## src/rtl/ccc_pkg.sv

```systemverilog
// ----------------------------------------------------------------------------
// ccc_pkg
// Shared types, constants and the month-length table of the calendar counter.
// ----------------------------------------------------------------------------
package ccc_pkg;

    // working width of the small calendar fields during normalisation
    localparam int unsigned CW = 9;
    localparam int unsigned YW = 16;

    typedef logic [CW-1:0] t_cnt;
    typedef logic [YW-1:0] t_year;

    typedef enum logic [1:0] {
        CMD_TICK     = 2'd0,
        CMD_SET      = 2'd1,
        CMD_ADD_TIME = 2'd2,
        CMD_ADD_DATE = 2'd3
    } t_cmd;

    // carry limits (value above LIM gives up MOD to the next field)
    localparam t_cnt SEC_LIM  = t_cnt'(59);
    localparam t_cnt SEC_MOD  = t_cnt'(60);
    localparam t_cnt HOUR_LIM = t_cnt'(23);
    localparam t_cnt HOUR_MOD = t_cnt'(24);
    localparam t_cnt MON_LIM  = t_cnt'(12);
    localparam t_cnt MON_MOD  = t_cnt'(12);
    localparam t_cnt MON_FEB  = t_cnt'(2);

    // month index runs 0..11, December at 0
    localparam logic [3:0] IDX_LAST = 4'd11;

    // request to and answer from the shared compare/subtract unit
    typedef struct packed {
        t_cnt  x;
        t_cnt  lim;
        t_cnt  sub;
        t_year tgt;
    } t_alu_req;

    typedef struct packed {
        logic  take;
        t_cnt  x_next;
        t_year tgt_next;
    } t_alu_rsp;

    function automatic logic [4:0] month_len(input logic [3:0] idx);
        logic [4:0] len;
        case (idx)
            4'd0:    len = 5'd31;
            4'd1:    len = 5'd31;
            4'd2:    len = 5'd28;
            4'd3:    len = 5'd31;
            4'd4:    len = 5'd30;
            4'd5:    len = 5'd31;
            4'd6:    len = 5'd30;
            4'd7:    len = 5'd31;
            4'd8:    len = 5'd31;
            4'd9:    len = 5'd30;
            4'd10:   len = 5'd31;
            4'd11:   len = 5'd30;
            default: len = 5'd31;
        endcase
        return len;
    endfunction

endpackage

```

## src/rtl/ccc_alu.sv

```systemverilog
// ----------------------------------------------------------------------------
// ccc_alu
// Shared carry step: compare a field with its limit, subtract, bump target.
// ----------------------------------------------------------------------------
module ccc_alu
    import ccc_pkg::*;
(
    input  t_alu_req i_req,
    output t_alu_rsp o_rsp
);

    assign o_rsp.take     = (i_req.x > i_req.lim);
    assign o_rsp.x_next   = i_req.x - i_req.sub;
    assign o_rsp.tgt_next = i_req.tgt + t_year'(1);   // year wraps mod 2^16

endmodule

```

## src/rtl/calendar_clock_counter.sv

```systemverilog
// ----------------------------------------------------------------------------
// calendar_clock_counter
// Year/month/day/hour/minute/second counter with tick, set and add commands.
// ----------------------------------------------------------------------------
// Input channel s_axis: one item per command. tuser carries the command
// (tick, set, add time, add date), tdata the amounts. The item is taken
// only while the sequencer is idle.
// Output channel m_axis: one item per command with the whole calendar
// after normalisation, held in an output register until taken.
// Sequence: a load step, then the normalisation stages in order (seconds,
// minutes, hours, month carry, day reduction, month carry), each doing one
// carry step at a time through the single compare/subtract unit, then a
// load of the output register. Add date skips the time stages; a set
// normalises twice.
// Items are handled one at a time; the next item is taken as soon as the
// result has moved to the output register, even if it is not yet taken.
// Stall: if the receiver holds m_axis_tready low, the finished item waits
// in the done state until the output register is free.
// Reset (i_rst_n low, synchronous): calendar cleared to zero, no item
// pending on either side.
// ----------------------------------------------------------------------------
module calendar_clock_counter
    import ccc_pkg::*;
(
    input  logic        i_clk,
    input  logic        i_rst_n,
    input  logic        s_axis_tvalid,
    output logic        s_axis_tready,
    // year_amount[15:0], month_amount[23:16], day_amount[31:24],
    // hour_amount[39:32], minute_amount[47:40], second_amount[55:48]
    input  logic [55:0] s_axis_tdata,
    // command[1:0]
    input  logic [1:0]  s_axis_tuser,
    output logic        m_axis_tvalid,
    input  logic        m_axis_tready,
    // year_now[15:0], month_now[19:16], day_now[24:20], hour_now[29:25],
    // minute_now[35:30], second_now[41:36], zero fill above
    output logic [47:0] m_axis_tdata
);

    typedef enum logic [8:0] {
        S_IDLE = 9'b000000001,
        S_SEC  = 9'b000000010,
        S_MIN  = 9'b000000100,
        S_HOUR = 9'b000001000,
        S_MON1 = 9'b000010000,
        S_DAY  = 9'b000100000,
        S_MON2 = 9'b001000000,
        S_DATE = 9'b010000000,
        S_DONE = 9'b100000000
    } t_state;

    t_state r_state, n_state;

    // working calendar; normalised between items
    t_year r_yr, n_yr;
    t_cnt  r_mo, n_mo;
    t_cnt  r_dy, n_dy;
    t_cnt  r_hr, n_hr;
    t_cnt  r_mi, n_mi;
    t_cnt  r_se, n_se;

    // date amounts kept for the date add of add date and of a set's second pass
    t_year      r_ya, n_ya;
    logic [7:0] r_moa, n_moa;
    logic [7:0] r_da, n_da;
    logic       r_pend, n_pend;

    // day reduction: month index (mo mod 12), leap decision, first month
    logic [3:0] r_idx, n_idx;
    logic       r_leap, n_leap;
    logic       r_first, n_first;

    logic        r_m_valid, n_m_valid;
    logic [47:0] r_m_data, n_m_data;

    t_alu_req alu_req;
    t_alu_rsp alu_rsp;
    t_cnt     day_lim;
    t_cmd     cmd_in;
    logic     in_take;

    ccc_alu u_alu (
        .i_req (alu_req),
        .o_rsp (alu_rsp)
    );

    assign cmd_in        = t_cmd'(s_axis_tuser);
    assign s_axis_tready = (r_state == S_IDLE);
    assign in_take       = s_axis_tvalid && s_axis_tready;
    assign m_axis_tvalid = r_m_valid;
    assign m_axis_tdata  = r_m_data;

    assign day_lim = t_cnt'(month_len(r_idx)) + t_cnt'(r_leap && r_first);

    // operand select for the shared unit
    always_comb begin
        alu_req = '{x: r_se, lim: SEC_LIM, sub: SEC_MOD, tgt: t_year'(r_mi)};
        unique case (r_state)
            S_MIN:  alu_req = '{x: r_mi, lim: SEC_LIM, sub: SEC_MOD, tgt: t_year'(r_hr)};
            S_HOUR: alu_req = '{x: r_hr, lim: HOUR_LIM, sub: HOUR_MOD, tgt: t_year'(r_dy)};
            S_MON1,
            S_MON2: alu_req = '{x: r_mo, lim: MON_LIM, sub: MON_MOD, tgt: r_yr};
            S_DAY:  alu_req = '{x: r_dy, lim: day_lim, sub: day_lim, tgt: t_year'(r_mo)};
            default: ;
        endcase
    end

    always_comb begin
        n_state   = r_state;
        n_yr      = r_yr;
        n_mo      = r_mo;
        n_dy      = r_dy;
        n_hr      = r_hr;
        n_mi      = r_mi;
        n_se      = r_se;
        n_ya      = r_ya;
        n_moa     = r_moa;
        n_da      = r_da;
        n_pend    = r_pend;
        n_idx     = r_idx;
        n_leap    = r_leap;
        n_first   = r_first;
        n_m_data  = r_m_data;
        n_m_valid = r_m_valid && !m_axis_tready;

        unique case (r_state)
            S_IDLE: begin
                if (in_take) begin
                    n_ya   = s_axis_tdata[15:0];
                    n_moa  = s_axis_tdata[23:16];
                    n_da   = s_axis_tdata[31:24];
                    n_pend = 1'b0;
                    n_state = S_SEC;
                    unique case (cmd_in)
                        CMD_TICK: begin
                            n_se = r_se + t_cnt'(1);
                        end
                        CMD_SET: begin
                            n_yr   = '0;
                            n_mo   = '0;
                            n_dy   = '0;
                            n_hr   = t_cnt'(s_axis_tdata[39:32]);
                            n_mi   = t_cnt'(s_axis_tdata[47:40]);
                            n_se   = t_cnt'(s_axis_tdata[55:48]);
                            n_pend = 1'b1;
                        end
                        CMD_ADD_TIME: begin
                            n_hr = r_hr + t_cnt'(s_axis_tdata[39:32]);
                            n_mi = r_mi + t_cnt'(s_axis_tdata[47:40]);
                            n_se = r_se + t_cnt'(s_axis_tdata[55:48]);
                        end
                        CMD_ADD_DATE: begin
                            // time is already normalised: straight to the date add
                            n_state = S_DATE;
                        end
                    endcase
                end
            end
            S_SEC: begin
                if (alu_rsp.take) begin
                    n_se = alu_rsp.x_next;
                    n_mi = alu_rsp.tgt_next[CW-1:0];
                end else begin
                    n_state = S_MIN;
                end
            end
            S_MIN: begin
                if (alu_rsp.take) begin
                    n_mi = alu_rsp.x_next;
                    n_hr = alu_rsp.tgt_next[CW-1:0];
                end else begin
                    n_state = S_HOUR;
                end
            end
            S_HOUR: begin
                if (alu_rsp.take) begin
                    n_hr = alu_rsp.x_next;
                    n_dy = alu_rsp.tgt_next[CW-1:0];
                end else begin
                    n_state = S_MON1;
                end
            end
            S_MON1: begin
                if (alu_rsp.take) begin
                    n_mo = alu_rsp.x_next;
                    n_yr = alu_rsp.tgt_next;
                end else begin
                    // month is 0..12 here: December maps to index 0
                    n_idx   = (r_mo == MON_LIM) ? 4'd0 : r_mo[3:0];
                    n_leap  = (r_mo == MON_FEB) && (r_yr[1:0] == 2'b00);
                    n_first = 1'b1;
                    n_state = S_DAY;
                end
            end
            S_DAY: begin
                if (alu_rsp.take) begin
                    n_dy    = alu_rsp.x_next;
                    n_mo    = alu_rsp.tgt_next[CW-1:0];
                    n_idx   = (r_idx == IDX_LAST) ? 4'd0 : r_idx + 4'd1;
                    n_first = 1'b0;
                end else begin
                    n_state = S_MON2;
                end
            end
            S_MON2: begin
                if (alu_rsp.take) begin
                    n_mo = alu_rsp.x_next;
                    n_yr = alu_rsp.tgt_next;
                end else begin
                    n_state = r_pend ? S_DATE : S_DONE;
                end
            end
            S_DATE: begin
                n_yr    = r_yr + r_ya;
                n_mo    = r_mo + t_cnt'(r_moa);
                n_dy    = r_dy + t_cnt'(r_da);
                n_pend  = 1'b0;
                n_state = S_MON1;
            end
            S_DONE: begin
                if (!r_m_valid || m_axis_tready) begin
                    n_m_data  = {6'b0, r_se[5:0], r_mi[5:0], r_hr[4:0], r_dy[4:0],
                                 r_mo[3:0], r_yr};
                    n_m_valid = 1'b1;
                    n_state   = S_IDLE;
                end
            end
            default: n_state = S_IDLE;
        endcase
    end

    always_ff @(posedge i_clk) begin
        if (!i_rst_n) begin
            r_state   <= S_IDLE;
            r_yr      <= '0;
            r_mo      <= '0;
            r_dy      <= '0;
            r_hr      <= '0;
            r_mi      <= '0;
            r_se      <= '0;
            r_pend    <= 1'b0;
            r_idx     <= '0;
            r_leap    <= 1'b0;
            r_first   <= 1'b0;
            r_m_valid <= 1'b0;
        end else begin
            r_state   <= n_state;
            r_yr      <= n_yr;
            r_mo      <= n_mo;
            r_dy      <= n_dy;
            r_hr      <= n_hr;
            r_mi      <= n_mi;
            r_se      <= n_se;
            r_pend    <= n_pend;
            r_idx     <= n_idx;
            r_leap    <= n_leap;
            r_first   <= n_first;
            r_m_valid <= n_m_valid;
        end
    end

    // payload registers
    always_ff @(posedge i_clk) begin
        r_ya     <= n_ya;
        r_moa    <= n_moa;
        r_da     <= n_da;
        r_m_data <= n_m_data;
    end

endmodule
```

## config.mk

```make
export PLATFORM = sky130hd
export DESIGN_NAME = calendar_clock_counter
export DESIGN_NICKNAME = d
export VERILOG_FILES = /design/src/rtl/ccc_pkg.sv /design/src/rtl/ccc_alu.sv /design/src/rtl/calendar_clock_counter.sv
export SDC_FILE = /design/constraint.sdc
export NUM_CORES = 1
export LEC_CHECK = 0
export BUFFER_PORTS_ARGS = -buffer_cell sky130_fd_sc_hd__buf_2
export CAP_MARGIN = 20
export CORE_MARGIN = 10
export CORE_UTILIZATION = 40
export CTS_CLUSTER_DIAMETER = 30
export DETAILED_ROUTE_END_ITERATION = 6
export SLEW_MARGIN = 20
export SYNTH_ARGS = -nofsm -noshare
export SYNTH_HDL_FRONTEND = slang
export SYNTH_SLANG_ARGS = --single-unit
```

## constraint.sdc

```tcl
create_clock -name i_clk -period 12.9 [get_ports i_clk]
set_clock_uncertainty 0.15 [all_clocks]
set_input_delay 1.29 -clock i_clk [delete_from_list [all_inputs] [get_ports i_clk]]
set_output_delay 1.29 -clock i_clk [all_outputs]
set_load 0.005 [all_outputs]
```

==> load_flow_metrics.sql, run 1 <==
INSERT INTO impl_metrics (metric_group, metric, value, unit) VALUES
('final_layout', 'layout-drive-gt1-share', '14.5', '%'),
('placed_design', 'numPlacedInstances', '1543', ''),
('clocking', 'clk_transition_reported_paths', '0.07', 'ns'),
('placed_design', 'dpl-instance-area', '0.0112', 'mm²'),
('logic_synthesis', 'synth_flop_cell', 'sky130_fd_sc_hd__dfxtp_1', ''),
('routing', 'ant_nets', '0', ''),
('routing', 'drc_errors', '0', ''),
('placed_design', 'dp.final_hpwl', '26000', 'µm'),
('floorplan', 'fp.dieArea', '0.0328', 'mm²'),
('sta', 'least_margin_pin_slew', '1.18', 'ns'),
('setup_path', 'end_kind', 'flip-flop', ''),
('logic_synthesis', 'synth_enable_flop_cells', '74', ''),
('placed_design', 'port_buffers', '105', ''),
('clocking', 'clock_sinks', '154', ''),
('setup_path', 'worstPathRequired', '13.10', 'ns'),
('sta', 'maxClockFrequency', '184', 'MHz'),
('routing', 'final_wirelength', '35200', 'µm'),
('final_layout', 'design_area', '0.0117', 'mm²'),
('routing', 'via_per_inst', '5.96', ''),
('sta', 'rsz0062_at_grt', 'false', ''),
('power', 'power_leakage', '4.57', 'nW'),
('logic_synthesis', 'synth_top_area_share', '21.4', '%'),
('logic_synthesis', 'ys_seq_elements', '154', ''),
('routing', 'drtIter0Drc', '1067', ''),
('logic_synthesis', 'cell_type_contributing_the_most_total_cell_area_after_synthesis', 'sky130_fd_sc_hd__edfxtp_1', ''),
('logic_synthesis', 'yosys-top-cells-area', 'sky130_fd_sc_hd__edfxtp_1, sky130_fd_sc_hd__dfxtp_1, sky130_fd_sc_hd__ha_1', ''),
('logic_synthesis', 'synth.lib_cells_used.distinct', '88', ''),
('setup_path', 'worst_r2r_path_depth', '16', ''),
('routing', 'wire_per_inst', '22.4', 'µm'),
('clocking', 'clock_tree.buffer_depth', '2', ''),
('sta', 'finalSetupViolCount', '0', ''),
('placed_design', 'gp_congestion', '0.993', ''),
('floorplan', 'chipWidth', '181', 'µm'),
('clocking', 'cts-hold-fix-buffers', '0', ''),
('setup_path', 'r2r-start', 'r_state[2]', ''),
('grt', 'globalRouteTotalUtil', '21.0', '%'),
('setup_path', 'timing.setup.critical_path_class', 'reg2reg', ''),
('logic_synthesis', 'synth_common_cells', 'sky130_fd_sc_hd__nand2_1, sky130_fd_sc_hd__nor2_1, sky130_fd_sc_hd__dfxtp_1', ''),
('sta', 'slew-limit-headroom', '20.9', '%'),
('clocking', 'post_cts.resized_instances', '0', ''),
('run', 'drv_cap', '0', ''),
('logic_synthesis', 'syn-cell-area', '0.0104', 'mm²'),
('grt', 'number_of_antenna_violations_at_the_first_check_in_global_routing', '0', ''),
('routing', 'vias', '9388', ''),
('sta', 'drv_slew', '0', ''),
('sta', 'finalHoldViolCount', '0', ''),
('clocking', 'clock_root_buffer', 'sky130_fd_sc_hd__clkbuf_16', ''),
('floorplan', 'initial_core_util', '41.0', '%'),
('logic_synthesis', 'synth_cells', '1154', ''),
('clocking', 'clkLatencyLatePin', '0.44', 'ns'),
('grt', 'first_global_vias', '9158', ''),
('floorplan', 'core.rowCount', '58', ''),
('sta', 'whs', '0.332', 'ns'),
('sta', 'period_minus_slack', '5.45', 'ns'),
('final_layout', 'nNetsFinal', '1370', ''),
('power', 'p_per_area', '159', 'mW/mm²'),
('logic_synthesis', 'synth_sequential_area_ratio', '36.9', '%'),
('run_status', 'run_status', 'complete, no violations', ''),
('setup_path', 'rr_endpoint', 'r_dy[8]', ''),
('setup_path', 'cp_capture_point', 'r_dy[8]', ''),
('sta', 'layout_worst_path_cycle_share', '42.2', '%'),
('power', 'irDropWorstVdd', '0.0701', 'mV'),
('logic_synthesis', 'synth_area_per_cell', '8.99', 'µm²'),
('clocking', 'tritoncts', 'yes', ''),
('clocking', 'tritoncts.num_buffers', '17', ''),
('setup_path', 'start_kind', 'flip-flop', ''),
('grt', 'maximum_number_of_pins_on_one_net_before_global_route_repair', '38', ''),
('final_layout', 'areaGrowthSynthToFinish', '13.1', '%'),
('floorplan', 'core_region_area', '0.0253', 'mm²'),
('grt', 'wire_length_of_the_first_global_routing_pass', '54600', 'µm'),
('final_layout', 'layout.filler_cells', '2492', '');
-- area by class of cell --
cell class / instances / area (µm²) / area share [%]
Multi-Input combinational cell: 897 / 6130 / 52.2
Clock buffer: 17 / 425 / 3.63
Inverter: 40 / 150 / 1.28
Timing Repair Buffer: 122 / 653 / 5.57
Sequential cell: 154 / 3820 / 32.6
Clock inverter: 15 / 143 / 1.22
Tap cell: 330 / 413 / 3.52
-- layout by cell type, fill, tap and decap left out, types with 8 or more instances in the layout --
master	netlist	layout
sky130_fd_sc_hd__nand2_1	96	96
sky130_fd_sc_hd__buf_2	9	105
sky130_fd_sc_hd__edfxtp_1	74	74
sky130_fd_sc_hd__nand3_1	25	25
sky130_fd_sc_hd__nand3b_1	14	14
sky130_fd_sc_hd__a22oi_1	30	30
sky130_fd_sc_hd__a21boi_0	11	11
sky130_fd_sc_hd__a22o_1	8	8
sky130_fd_sc_hd__or3_1	11	11
sky130_fd_sc_hd__dfxtp_1	80	80
sky130_fd_sc_hd__a222oi_1	12	12
sky130_fd_sc_hd__nor3_1	23	23
sky130_fd_sc_hd__a21o_1	17	17
sky130_fd_sc_hd__a31oi_1	24	24
sky130_fd_sc_hd__nor2b_1	27	26
sky130_fd_sc_hd__inv_1	40	40
sky130_fd_sc_hd__nand2b_1	16	16
sky130_fd_sc_hd__xnor2_1	34	34
sky130_fd_sc_hd__a21oi_1	67	67
sky130_fd_sc_hd__ha_1	69	69
sky130_fd_sc_hd__o211ai_1	17	17
sky130_fd_sc_hd__a221oi_1	16	16
sky130_fd_sc_hd__o21ai_0	69	69
sky130_fd_sc_hd__buf_4	9	17
sky130_fd_sc_hd__and2_1	21	21
sky130_fd_sc_hd__xor2_1	22	22
sky130_fd_sc_hd__o22ai_1	13	13
sky130_fd_sc_hd__clkbuf_16	0	17
sky130_fd_sc_hd__a211oi_1	29	29
sky130_fd_sc_hd__nor2_1	96	96
sky130_fd_sc_hd__and3_1	9	9
-- through the flow --
stage | setup WS (ns) | util, % | total power [mW]
floorplan | 8.50 | - | 1.14
global placement | 7.71 | 44.1 | 1.35
detailed placement | 7.59 | 44.1 | 1.36
CTS | 7.55 | 46.3 | 1.86
global route | 7.13 | 46.3 | 1.97
finish | 7.45 | 46.3 | 1.86
-- where the power goes --
part / switching (mW) / leakage [nW] / internal [mW]
Combinational: 0.406 / 2.94 / 0.251
Clock: 0.229 / 0.270 / 0.269
Sequential: 0.113 / 1.35 / 0.595
Total: 0.749 / 4.57 / 1.11
-- cell families after synthesis --
family          Yosys count  synth area share [%]
compound gates          376                  25.0
xor+xnor                 56                  4.73
fa+ha+maj                76                  9.67
buf+inv                 108                  4.43
flops                   154                  36.9
mux                       8                 0.796
other cells               1                0.0361
simple gates            375                  18.5
-- sequential cells by signal, indices dropped and copies added (netlist names), named ones only --
register and flops:
m_axis_tdata 42, r_ya 16, r_yr 16, r_dy 9
r_hr 9, r_mi 9, r_mo 9, r_se 9
r_state 9, r_da 8, r_moa 8, r_idx 4
m_axis_tvalid 1, r_first 1, r_leap 1, r_pend 1
-- how the worst min path moves through the flow --
stage,start,endpoint,slack (ns),cells past startpoint
after floorplan,r_leap,r_leap,0.30,2
after global placement,r_first,r_first,0.32,2
after detailed placement,r_first,r_first,0.32,2
after CTS,r_first,r_first,0.33,2
after global routing,r_se[1],m_axis_tdata[37],0.38,0
final,r_first,r_first,0.33,2
-- critical path, cell delays in order, from the launching register on --
cell and delay (ns):
sky130_fd_sc_hd__dfxtp_1 0.46, sky130_fd_sc_hd__nor2b_1 0.86, sky130_fd_sc_hd__and3_1 0.85, sky130_fd_sc_hd__a22oi_1 0.20, sky130_fd_sc_hd__nand3_1 0.18, sky130_fd_sc_hd__o21ai_0 0.14, sky130_fd_sc_hd__ha_1 0.27, sky130_fd_sc_hd__fa_1 0.42
sky130_fd_sc_hd__nor2b_1 0.13, sky130_fd_sc_hd__o21ai_0 0.10, sky130_fd_sc_hd__a21boi_0 0.24, sky130_fd_sc_hd__o21ai_0 0.15, sky130_fd_sc_hd__o211ai_1 0.14, sky130_fd_sc_hd__xor2_1 0.56, sky130_fd_sc_hd__nand2_1 0.11, sky130_fd_sc_hd__o221a_2 0.14
sky130_fd_sc_hd__a211oi_1 0.24
-- routing by layer --
metal	share of wire (%)	vias to the layer above	wire length, µm	track usage (%)
met1	46	4549	16300	29.0
met5	0	-	0	0
met4	1.8	0	631	6.28
met2	46	310	16200	33.5
met3	5.8	44	2050	2.84
li1	-	4485	-	-
(Power assumes the default switching activity.)
==> run 2, diff against run 1 <==
- clock period: 12.9 -> 5.2 ns (I/O delays scaled with it)
==> run 2 against run 1 <==
Cell count up 1.4%. Die area unchanged. Critical endpoint is now r_yr[9]. Flip-flop and latch count stayed put. Via count rose by 0.72%. Design area increased by 1.4%.
==> load_flow_metrics.sql, run 2 (synthesized netlist as in run 1, its figures left out) <==
INSERT INTO impl_metrics (metric_group, metric, value, unit) VALUES
('sta', 'finalSetupViolCount', '0', ''),
('setup_path', 'cp_capture_point', 'r_yr[9]', ''),
('setup_path', 'start_kind', 'flip-flop', ''),
('clocking', 'clk_transition_reported_paths', '0.07', 'ns'),
('routing', 'wire_per_inst', '21.2', 'µm'),
('setup_path', 'crit_fanout', '27', ''),
('run_status', 'run_status', 'complete, no violations', ''),
('grt', 'globalRouteTotalUtil', '20.0', '%'),
('setup_path', 'worstPathRequired', '5.41', 'ns'),
('power', 'irDropWorstVdd', '0.197', 'mV'),
('clocking', 'cts-hold-fix-buffers', '0', ''),
('grt', 'maximum_number_of_pins_on_one_net_before_global_route_repair', '49', ''),
('sta', 'setup_total_negative_slack', '0', 'ns'),
('placed_design', 'gp_congestion', '0.962', ''),
('final_layout', 'areaGrowthSynthToFinish', '14.6', '%'),
('final_layout', 'n_diodes', '0', ''),
('routing', 'drc_errors', '0', ''),
('floorplan', 'core_region_area', '0.0253', 'mm²'),
('routing', 'ant_nets', '0', ''),
('sta', 'maxClockFrequency', '212', 'MHz'),
('routing', 'detail_route.first_pass.iterations', '6', ''),
('min_path', 'hold_path_class', 'in2reg', ''),
('grt', 'number_of_antenna_violations_at_the_first_check_in_global_routing', '0', ''),
('floorplan', 'fp.dieArea', '0.0328', 'mm²'),
('final_layout', 'final_util', '47.0', '%'),
('sta', 'period_minus_slack', '4.72', 'ns'),
('clocking', 'tritoncts.num_buffers', '17', ''),
('final_layout', 'nNetsFinal', '1392', ''),
('routing', 'final_wirelength', '33900', 'µm'),
('power', 'power_leakage', '4.68', 'nW'),
('clocking', 'tritoncts', 'yes', ''),
('sta', 'finalHoldViolCount', '0', ''),
('sta', 'least_margin_pin_slew', '0.958', 'ns'),
('sta', 'drv_slew', '0', ''),
('sta', 'layout_worst_path_cycle_share', '90.8', '%'),
('power', 'p_per_area', '386', 'mW/mm²'),
('placed_design', 'dpl-instance-area', '0.0113', 'mm²'),
('floorplan', 'die_h', '181', 'µm'),
('grt', 'wire_length_of_the_first_global_routing_pass', '52100', 'µm'),
('setup_path', 'timing.reg2reg.setup_slack', '0.48', 'ns'),
('setup_path', 'critical_path_arrival', '4.94', 'ns'),
('setup_path', 'timing.critical_path.from', 'r_state[2]', ''),
('final_layout', 'layout.filler_cells', '2424', ''),
('sta', 'worst_slack', '0.478', 'ns'),
('clocking', 'clock_root_buffer', 'sky130_fd_sc_hd__clkbuf_16', ''),
('final_layout', 'regArea', '0.00382', 'mm²'),
('clocking', 'clock_sinks', '154', ''),
('final_layout', 'final-instance-count-excl-fill', '1597', ''),
('setup_path', 'worst_r2r_path_depth', '14', ''),
('sta', 'rsz0062_at_grt', 'false', ''),
('setup_path', 'timing.setup.critical_path_class', 'reg2reg', ''),
('setup_path', 'r2r-start', 'r_state[2]', ''),
('floorplan', 'chipWidth', '181', 'µm'),
('routing', 'via_per_inst', '5.92', ''),
('floorplan', 'initial_core_util', '41.0', '%'),
('final_layout', 'layout-drive-gt1-share', '16.0', '%'),
('final_layout', 'layout_common_cells', 'sky130_fd_sc_hd__buf_2, sky130_fd_sc_hd__nand2_1, sky130_fd_sc_hd__nor2_1', ''),
('clocking', 'post-cts-setup-buffers', '0', ''),
('setup_path', 'end_kind', 'flip-flop', ''),
('routing', 'vias', '9456', ''),
('floorplan', 'io_pins', '112', ''),
('clocking', 'htreeDepth', '4', ''),
('grt', 'remaining_global_route_overflow', '0', ''),
('placed_design', 'dp_worst_setup_slack', '0.603', 'ns'),
('placed_design', 'port_buffers', '105', ''),
('final_layout', 'final_common_cell', 'sky130_fd_sc_hd__buf_2', ''),
('routing', 'drtIter0Drc', '1103', ''),
('run', 'drv_cap', '0', ''),
('grt', 'first_global_vias', '8930', ''),
('placed_design', 'dp.final_hpwl', '25500', 'µm'),
('placed_design', 'numPlacedInstances', '1565', ''),
('final_layout', 'design_area', '0.0119', 'mm²'),
('clocking', 'clock_tree.buffer_depth', '2', ''),
('final_layout', 'largest_register_ff_count', '42', ''),
('clocking', 'post_cts.resized_instances', '0', ''),
('sta', 'slew-limit-headroom', '35.7', '%'),
('final_layout', 'multi_input_comb_area', '0.00613', 'mm²'),
('setup_path', 'rr_endpoint', 'r_yr[9]', ''),
('floorplan', 'core.rowCount', '58', ''),
('clocking', 'clkLatencyLatePin', '0.44', 'ns');
## run 2: changes by cell type in the layout (fill, tap and decap cells not counted), sizes merged
cell / change
bufinv: -1
clkinvlp: -1
inv: +2
buf: +22
## run 2: through the flow
stage / total power [mW] / hold slack, ns
final: 4.59 / 0.0987
after global routing: 4.87 / 0.0920
after CTS: 4.59 / 0.0923
after detailed placement: 3.38 / 0.338
after global placement: 3.36 / 0.323
after floorplan: 2.83 / 0.299
## run 2: cell type report
cell class | count | area share (%)
multi-input cells | 897 | 51.5
flip-flops and latches | 154 | 32.2
repair buffers | 144 | 6.88
clock buffers | 17 | 3.58
well taps | 330 | 3.47
inverters | 40 | 1.26
clock inverters | 15 | 1.15
## run 2: critical path: stages, from the launching register on
cell,delay (ns)
sky130_fd_sc_hd__dfxtp_1,0.38
sky130_fd_sc_hd__or3_1,0.56
sky130_fd_sc_hd__nor4b_4,0.54
sky130_fd_sc_hd__buf_4,0.41
sky130_fd_sc_hd__a22oi_1,0.14
sky130_fd_sc_hd__nand3_1,0.11
sky130_fd_sc_hd__ha_1,0.25
sky130_fd_sc_hd__o21ai_0,0.12
sky130_fd_sc_hd__a21o_1,0.18
sky130_fd_sc_hd__a21oi_1,0.42
sky130_fd_sc_hd__a21boi_0,0.25
sky130_fd_sc_hd__a21o_1,0.40
sky130_fd_sc_hd__or3_1,0.37
sky130_fd_sc_hd__mux2_2,0.26
sky130_fd_sc_hd__a21oi_1,0.11
## run 2: worst min path at each step
| stage | start | endpoint | depth (start not counted) |
|---|---|---|---|
| 5_1_grt | s_axis_tdata[20] | r_moa[4] | 1 |
| 3_5_place_dp | r_leap | r_leap | 2 |
| 2_1_floorplan | r_leap | r_leap | 2 |
| 6_report | s_axis_tdata[22] | r_moa[6] | 1 |
| 4_1_cts | s_axis_tdata[22] | r_moa[6] | 1 |
| 3_3_place_gp | r_leap | r_leap | 2 |
## run 2: power by group
part | switching (mW) | internal, mW | leakage (nW)
registers | 0.278 | 1.47 | 1.35
logic | 0.988 | 0.648 | 3.06
clock network | 0.577 | 0.630 | 0.273
## run 2: metal layers
metal,track usage [%],part of all wire [%]
met4,7.03,2.4
met2,31.4,45
met1,26.4,44
met3,4.36,7.8
met5,0,0
